File: config.mk
export PLATFORM = sky130hd
export DESIGN_NAME = sorted_list_insert_remove
export DESIGN_NICKNAME = d
export VERILOG_FILES = /design/src/sv/slir_pkg.sv /design/src/sv/slir_cell.sv /design/src/sv/sorted_list_insert_remove.sv
export VERILOG_INCLUDE_DIRS = /design/src /design/src/sv
export SDC_FILE = /design/constraint.sdc
export NUM_CORES = 2
export LEC_CHECK = 0
export BUFFER_PORTS_ARGS = -buffer_cell sky130_fd_sc_hd__buf_2
export CAP_MARGIN = 15
export CORE_ASPECT_RATIO = 0.8
export CORE_MARGIN = 4
export CORE_UTILIZATION = 30
export CTS_CLUSTER_DIAMETER = 40
export DETAILED_ROUTE_END_ITERATION = 12
export SLEW_MARGIN = 20
export SYNTH_ARGS = -nofsm -noshare
export SYNTH_HDL_FRONTEND = slang
export SYNTH_SLANG_ARGS = --single-unit
File: constraint.sdc
create_clock -name clk -period 5.1 [get_ports clk]
set_input_delay 1.275 -clock clk [delete_from_list [all_inputs] [get_ports clk]]
set_output_delay 1.275 -clock clk [all_outputs]
set_load 0.01 [all_outputs]
File: src/sv/assert_macros.svh
// Assertion macros shared by the sorted list RTL.
`ifndef ASSERT_MACROS_SVH
`define ASSERT_MACROS_SVH

// Condition that must hold at every clock edge out of reset.
`define SLIR_ASSERT_ALWAYS(label, cond, msg) \
    label: assert property (@(posedge clk) disable iff (!rst_n) (cond)) else $error(msg);

// Condition in one cycle that implies another in the next cycle.
`define SLIR_ASSERT_NEXT(label, ante, cons, msg) \
    label: assert property (@(posedge clk) disable iff (!rst_n) (ante) |=> (cons)) \
        else $error(msg);

`endif

File: src/sv/slir_pkg.sv
// Types and constants shared by the sorted list modules.
package slir_pkg;

    // key width
    localparam int unsigned VAL_W = 32;
    // result count field width
    localparam int unsigned CNT_FIELD_W = 5;

    // operation codes carried in tuser
    localparam logic MODE_INSERT = 1'b0;
    localparam logic MODE_REMOVE = 1'b1;

    // result status codes
    typedef enum logic [1:0] {
        ST_INSERTED  = 2'd0,
        ST_REMOVED   = 2'd1,
        ST_NOT_FOUND = 2'd2,
        ST_FULL      = 2'd3
    } status_t;

    // update command broadcast to every cell
    typedef struct packed {
        logic ins;   // insert key at the first cell not below it
        logic rem;   // remove the first cell equal to key
    } cell_cmd_t;

    // compare flags a cell reports
    typedef struct packed {
        logic lt;    // occupied and holds a value below key
        logic eq;    // occupied and holds key
    } cell_flags_t;

    // registered result word
    typedef struct packed {
        logic signed [VAL_W-1:0] smallest;
        logic                    is_empty;
        logic [CNT_FIELD_W-1:0]  entry_count;
        status_t                 status;
    } result_t;

endpackage

File: src/sv/slir_cell.sv
// One storage cell of the sorted chain: compare against the key and shift.
module slir_cell
(
    input  logic                              clk,
    input  logic                              occ,        // cell holds a live entry
    input  slir_pkg::cell_cmd_t               cmd,
    input  logic signed [slir_pkg::VAL_W-1:0] key,
    input  logic                              left_lt,    // left neighbor stays put
    input  logic signed [slir_pkg::VAL_W-1:0] left_val,
    input  logic signed [slir_pkg::VAL_W-1:0] right_val,
    output slir_pkg::cell_flags_t             flags,
    output logic signed [slir_pkg::VAL_W-1:0] val,
    output logic signed [slir_pkg::VAL_W-1:0] val_next
);
    import slir_pkg::*;

    logic signed [VAL_W-1:0] val_reg;

    // compare against the broadcast key
    assign flags.lt = occ && (val_reg < key);
    assign flags.eq = occ && (val_reg == key);

    // cells at or past the split point move: right on insert, left on remove
    always_comb
    begin
        val_next = val_reg;
        if (cmd.ins && !flags.lt)
        begin
            val_next = left_lt ? key : left_val;
        end
        else if (cmd.rem && !flags.lt)
        begin
            val_next = right_val;
        end
    end

    always_ff @(posedge clk)
    begin
        val_reg <= val_next;
    end

    assign val = val_reg;

endmodule

File: src/sv/sorted_list_insert_remove.sv
// Top level of the sorted list store: cell chain, entry count and result register.
//
//  channel  | dir | tdata (low bit up)                                  | tuser
//  ---------+-----+-----------------------------------------------------+-----------
//  s_*      | in  | value[31:0]                                         | mode[0]
//  m_*      | out | status[1:0] entry_count[6:2] is_empty[7] smallest   | -
//           |     | [39:8], zero fill none (40 bits)                    |
//
// One word per cycle while s_tready is high: every cell compares against the
// key in parallel and the cells at or past the split point shift one place
// toward a neighbor. The result word is registered; m_tvalid rises in the cycle after accept.
// s_tready is low only while a result waits and m_tready is low.
// rst_n clears the entry count and the result valid flag; cell contents and
// the result data are don't-care until written.
module sorted_list_insert_remove
#(
    parameter int unsigned CAPACITY = 16
)
(
    input  logic        clk,
    input  logic        rst_n,
    input  logic        s_tvalid,
    output logic        s_tready,
    input  logic [31:0] s_tdata,   // value[31:0]
    input  logic        s_tuser,   // mode[0]
    output logic        m_tvalid,
    input  logic        m_tready,
    output logic [39:0] m_tdata    // status[1:0] entry_count[6:2] is_empty[7] smallest[39:8]
);
    import slir_pkg::*;

    `include "assert_macros.svh"

    localparam int unsigned CNT_W = $clog2(CAPACITY + 1);

    logic                    accept;
    logic                    full;
    logic                    found;
    logic signed [VAL_W-1:0] key;
    cell_cmd_t               cmd;
    status_t                 status;
    logic [CNT_W-1:0]        count_reg;
    logic [CNT_W-1:0]        count_next;
    logic [CNT_W+CNT_FIELD_W-1:0] count_ext;
    logic                    out_valid_reg;
    result_t                 out_data_reg;
    result_t                 out_data_next;
    logic                    empty_ok;

    logic signed [VAL_W-1:0] vals      [CAPACITY];
    logic signed [VAL_W-1:0] vals_next [CAPACITY];
    cell_flags_t             flags     [CAPACITY];
    logic [CAPACITY-1:0]     eqs;

    assign key      = $signed(s_tdata);
    assign s_tready = !out_valid_reg || m_tready;
    assign accept   = s_tvalid && s_tready;
    assign full     = (count_reg == CNT_W'(CAPACITY));
    assign found    = |eqs;

    // command broadcast to the chain
    assign cmd.ins = accept && (s_tuser == MODE_INSERT) && !full;
    assign cmd.rem = accept && (s_tuser == MODE_REMOVE) && found;

    // cell chain
    for (genvar i = 0; i < CAPACITY; i++)
    begin : g_cell
        logic                    occ;
        logic                    left_lt;
        logic signed [VAL_W-1:0] left_val;
        logic signed [VAL_W-1:0] right_val;

        assign occ = (count_reg > CNT_W'(i));
        assign eqs[i] = flags[i].eq;

        if (i == 0)
        begin : g_head
            assign left_lt  = 1'b1;
            assign left_val = key;
        end
        else
        begin : g_mid
            assign left_lt  = flags[i-1].lt;
            assign left_val = vals[i-1];
        end

        if (i == CAPACITY - 1)
        begin : g_tail
            assign right_val = '0;
        end
        else
        begin : g_body
            assign right_val = vals[i+1];
        end

        slir_cell u_cell
        (
            .clk       (clk),
            .occ       (occ),
            .cmd       (cmd),
            .key       (key),
            .left_lt   (left_lt),
            .left_val  (left_val),
            .right_val (right_val),
            .flags     (flags[i]),
            .val       (vals[i]),
            .val_next  (vals_next[i])
        );
    end

    // entry count and status
    always_comb
    begin
        count_next = count_reg;
        priority if (cmd.ins)
        begin
            count_next = count_reg + 1'b1;
        end
        else if (cmd.rem)
        begin
            count_next = count_reg - 1'b1;
        end
        else
        begin
            count_next = count_reg;
        end
    end

    always_comb
    begin
        priority if (s_tuser == MODE_INSERT)
        begin
            status = full ? ST_FULL : ST_INSERTED;
        end
        else
        begin
            status = found ? ST_REMOVED : ST_NOT_FOUND;
        end
    end

    // result word, built from the chain's next state
    assign count_ext = {{CNT_FIELD_W{1'b0}}, count_next};

    always_comb
    begin
        out_data_next.status      = status;
        out_data_next.entry_count = count_ext[CNT_FIELD_W-1:0];
        out_data_next.is_empty    = (count_next == '0);
        out_data_next.smallest    = (count_next == '0) ? '0 : vals_next[0];
    end

    always_ff @(posedge clk or negedge rst_n)
    begin
        if (!rst_n)
        begin
            count_reg     <= '0;
            out_valid_reg <= 1'b0;
        end
        else
        begin
            count_reg <= count_next;
            if (accept)
            begin
                out_valid_reg <= 1'b1;
            end
            else if (m_tready)
            begin
                out_valid_reg <= 1'b0;
            end
        end
    end

    always_ff @(posedge clk)
    begin
        if (accept)
        begin
            out_data_reg <= out_data_next;
        end
    end

    assign m_tvalid = out_valid_reg;
    assign m_tdata  = out_data_reg;

    // empty flag matches the count field while it is wide enough
    assign empty_ok = (CAPACITY > 31) ||
                      (out_data_reg.is_empty == (out_data_reg.entry_count == '0));

    // checks
    `SLIR_ASSERT_ALWAYS(a_count_bound, count_reg <= CNT_W'(CAPACITY), "count above capacity")
    `SLIR_ASSERT_NEXT(a_ins_status, cmd.ins, out_data_reg.status == ST_INSERTED, "bad insert status")
    `SLIR_ASSERT_NEXT(a_ins_count, cmd.ins, count_reg == $past(count_reg) + 1'b1, "insert count")
    `SLIR_ASSERT_NEXT(a_no_change, !cmd.ins && !cmd.rem, count_reg == $past(count_reg), "count moved")
    `SLIR_ASSERT_ALWAYS(a_empty_flag, !out_valid_reg || empty_ok, "empty flag disagrees with count")

endmodule
After elaboration in Yosys (flattened, before gate mapping)
Cells that the tools add are included.

Add/subtract/negate cells: 2. $mul: 0. Divide/modulo/power cells: 0. Order comparisons: 32. Equal/unequal tests: 17. Shift operators: 0. Mux-type cells: 54. Bitwise gates (word level): 1. Reductions and logical operators: 106.

Operator list (number): 32-bit 2-to-1 mux (47); 32-bit == test (16); 32-bit less-than comparator (16); 1-bit logical AND (69); 5-bit by 4-bit > comparator with 1-bit output (second input constant) (8); 2-bit nonzero test (16); 5-bit by 3-bit > comparator with 1-bit output (second input constant) (4); 1-bit logical NOT (18); 16-bit OR reduction (1); 5-bit by 1-bit > comparator with 1-bit output (second input constant) (2); 5-bit by 2-bit > comparator with 1-bit output (second input constant) (2); 5-bit 2-to-1 mux (2); 2-bit 2-to-1 mux (3); 5-bit by 1-bit adder with 5-bit output (second input constant) (1); 5-bit == test (second input constant) (1); 5-bit logical NOT (1); 5-bit by 1-bit subtractor with 5-bit output (second input constant) (1); 1-bit 2-to-1 mux (2); 1-bit logical OR (1); 1-bit inverter (1).

Register bits after elaboration: 558. Latch bits: 0. RAM bits: 0. Memory bits (read-only): 0. Word-level logic and storage cells: 234. Memories: 0.

Depth between registers and ports, before layout
Depth in word-level cells: 8. Gate-level depth with buffers: 15. Mapped depth without buffers: 13.

Hierarchy
Synthesis repeated with hierarchy kept, for this count alone.

Cell total of the unflattened synthesis: 6121. Area total of the unflattened synthesis: 49886.6 um2.

By module, submodules not included: slir_cell (instances 16, cells each 364, area an instance 2924.1 um2, seq. area each 640.6 um2); sorted_list_insert_remove (instances 1, cells each 297, area an instance 3101.7 um2, seq. area each 1351.3 um2).

Least setup slack after synthesis
Ideal clock, no wire load.

Path kind: input -> register. Start point: in s_tdata[30]. End point: reg g_cell[14].u_cell.val_reg[0] (enable). Library setup time: 0.461 ns. Arrival time: 5.917 ns. Data required time: 4.639 ns. Path slack: -1.278 ns. Stages: 13. Path buffers: 3. Path through: clkbuf_1 > inv_1 > ha_1 > nand4_1 > nor4_1 > nand4b_1 > o2111ai_1 > or4_4 > and2_1 > buf_2 > o21ai_2 > buf_2 > nor3_1.

Longest elaborated chain between the ends: 6. Elaborated cells on any way between the ends: 40.

RTL lines: from (decl) (RTL line sorted_list_insert_remove.sv:24) `input logic [31:0] s_tdata,`; parallel branches: the longest is 5 deep, another holds 32-bit less-than comparator; 2-bit nonzero test (no line) *; to (signal assigned) (RTL line slir_cell.sv:39) `val_reg <= val_next;`; to (decl) (RTL line slir_cell.sv:17) `logic signed [VAL_W-1:0] val_reg;`.

Mark *: on every way between the ends. A chain may end at the register's enable or synchronous reset.

Worst setup path in the final report
Start point: in s_tdata[30]. End point: reg g_cell[15].u_cell.val_reg[26] (enable).

Longest elaborated chain between the ends: 6. Elaborated cells on any way between the ends: 40.

RTL lines (RTL line): parallel branches: the longest is 5 deep, another holds 32-bit less-than comparator; 2-bit nonzero test (no line) *; to (signal assigned) (slir_cell.sv:39); to (decl) (slir_cell.sv:17).

Marks and branches as above.

==> metrics.csv <==
stage,metric,value,unit
floorplanning,core box area,136000,um^2
floorplanning,Placement Rows,121,
timing,fin. max-slew vios,0,
placement,Detail Placement HPWL,100000,um
synthesis,main flop type after synthesis,edfxtp_1,
timing,final setup fails,0,
power_and_ir_drop,Worst VDD drop,0.304,mV
synthesis,Yosys Warn Count,0,
synthesis,syn nets,4449,
global_routing,vias in the first global route,32700,
clock_network,CTS HTree Levels,3,
global_routing,total gr overflow,0,
placement,I/O Buffers,78,
placement,RD Place Congestion,0.911,
global_routing,first-pass GRT wire length,201000,um
drt,average wire per standard cell,22.1,um
clock_network,Max Root-Sink Buffers,3,
cells_and_area,max reg flops,512,
worst_setup_path,"Max FO, Critical Path",16,
flow_run,Max-Cap Viols,0,
timing,Rel. slew slack,0.248,
power_and_ir_drop,Static Leak,21.3,nW
timing,skew final,0.0247,ns
cells_and_area,Area growth syn-to-layout,21.2,%
worst_setup_path,Critical Path Start Type,input pin,
worst_setup_path,Worst Path Required,5.46,ns
synthesis,Cell variety after synth,78,
worst_setup_path,"reg-to-reg slack, setup",0.58,ns
floorplanning,Initial Utilization,0.302,
cells_and_area,final core occ,0.366,
worst_setup_path,Slowest Stage Delay on Critical Path,0.65,ns
synthesis,Post-Syn Area,41200,um^2
global_routing,GRT Overall Usage,0.177,
cells_and_area,layout cells sized above 1,0.192,
drt,final WL,131000,um
synthesis,average cell area after synthesis,10.6,um^2
synthesis,Mapped Cells,3894,
drt,antenna-violating nets left,0,
power_and_ir_drop,PwrDens,372,nW/um^2
clock_network,root buf cell,clkbuf_16,
timing,slew of the pin with the lowest slew margin,1.12,ns
floorplanning,io pins,79,
synthesis,#FFs+latches synth,558,
timing,Final Cycle Share,0.897,
clock_network,hold buffer count at cts,0,
run_status,status,finished clean,
floorplanning,Die H,339,um
drt,via count,33600,
global_routing,initial antenna violation count,7,
worst_setup_path,buffers and inverters on the worst path,7,
timing,minimum clock period,4.58,ns
worst_setup_path,cell mode on critical path,buf_4,
cells_and_area,final layout net count,4632,
clock_network,clk_lat worst skew,0.66,ns
timing,final hold vios,0,
clock_network,CTS sink cnt,558,
worst_setup_path,critical path class,in2reg,
synthesis,Post-synth EDFFs,520,
clock_network,CTS tree,yes,
worst_setup_path,cell chain of the critical path,buf_2 -> inv_1 -> buf_4 -> buf_4 -> ha_1 -> nand4_1 -> nor4_1 -> buf_4 -> nand4b_1 -> nand4_1 -> or4_4 -> and2_1 -> o21ai_2 -> buf_12 -> and3b_1 -> buf_12,
global_routing,pin count of the biggest net entering global routing,72,
drt,DRC,0,
worst_setup_path,crit path max-delay cell type,nor4_1,
worst_setup_path,CP Capture Type,flop,
worst_setup_path,critical path's top delay family,simple AND/OR/NAND/NOR gates,
timing,Fmax,219,MHz
clock_network,cts repair resizes,0,
synthesis,sequential-to-total area share from yosys stat,0.398,
clock_network,CTS Buf Count,103,
worst_hold_path,Worst Hold Class,in2async,
drt,Pre-antenna DRT Iters,5,
floorplanning,width of the die,422,um
synthesis,asr flop ratio synth,0.0108,
timing,unrepaired setup endpoints after global routing,false,
worst_setup_path,CP Data Arrival Time,4.94,ns
cells_and_area,Post-Layout Inst Area,49900,um^2
floorplanning,Die ar.,143000,um^2
clock_network,clk slew on worst S/H paths,0.05,ns
clock_network,Post-CTS Setup Inserts,0,
drt,DRT iter0 DRCs,3195,
placement,Post-DP Area,46200,um^2
drt,DR vias/cell,5.65,
## synthesized netlist by cell type (all sizes together), types with 7 or more instances
library cell  number  area [um^2]
a21oi            599         3110
edfxtp           520        15600
ha               518         6480
mux2i            268         2680
a21o             215         1610
clkbuf           206          773
o21ai            188          945
mux2             187         2110
nor2             178          668
nand4            117          732
inv              100          375
and3              68          430
nand2             68          255
buf               65          330
o31a              65          569
nor2b             46          288
nand3             43          215
a31oi             39          256
a21boi            36          274
o21bai            35          263
o2bb2ai           33          289
a41o              32          320
dfxtp             32          641
o21a              31          233
and4              24          213
nor3              24          136
a211oi            16          130
nor4              15         93.8
nand2b            13         81.3
nand4b            13          114
o211ai            11         82.6
and2               8         50.1
a2111oi            7         61.3
a221oi             7         67.6
## routing by layer
layer  wire length [um]  GRT usage
met5                 26          0
met4               2880     0.0416
met3              10300     0.0347
met2              54400      0.256
met1              63800      0.267
## metrics by stage
stage	cells	power [mW]	setup TNS, ns	setup WS, ns	hold slack, ns
after floorplan	3894	9.33	-96.54	-0.369	0.545
after global placement	5755	11.0	-1.45	-0.0680	0.508
after detailed placement	5755	11.2	-1.08	-0.0661	0.518
after CTS	5949	18.6	0	0.628	0.398
after global routing	5950	19.4	0	0.401	0.409
final	5951	18.6	0	0.524	0.432
## power breakdown
group,internal (mW),leakage (nW),switching (mW)
logic,2.17,14.4,2.95
registers,5.67,5.10,0.386
clock network,4.80,1.80,2.58
total,12.6,21.3,5.92
## placed cells by master (no fill, tap or decap), types with 99 or more instances in the layout
cell type	count
nor2_1	173
nand4_1	117
mux2_2	187
o21ai_0	184
ha_1	518
mux2i_1	265
clkbuf_16	104
a21oi_1	564
buf_4	180
edfxtp_1	520
a21o_1	215
inv_1	99
## final timing paths
kind	from	cells past startpoint	to
min in group clk	m_tvalid	2	m_tvalid
max	s_tdata[30]	16	g_cell[15].u_cell.val[26]
min	rst_n	1	count_reg[1]
max reg2reg	count_reg[1]	16	m_tdata[8]
max in group asynchronous	rst_n	1	count_reg[3]
min reg2reg	m_tvalid	2	m_tvalid
## area by class of cell
| type | instances | area (um^2) |
|---|---|---|
| clock inverter | 74 | 966 |
| tap | 1783 | 2230 |
| sequential | 558 | 16400 |
| antenna | 2 | 5.00 |
| fill | 13300 | 86300 |
| timing repair buffer | 349 | 3560 |
| clock buffer | 120 | 2750 |
| inverter | 100 | 375 |
| multi-input combinational | 2965 | 23600 |
## cell families after synthesis
group	Yosys count	share of synthesized area
adder cells (fa/ha/maj)	518	0.157
buffers and inverters	371	0.0359
flip-flops	558	0.398
AO/OA/AOI/OAI	1348	0.207
multiplexers	455	0.116
XOR/XNOR	1	0.000213
AND/OR/NAND/NOR	643	0.0845
Power figures use the tool's default switching activity.
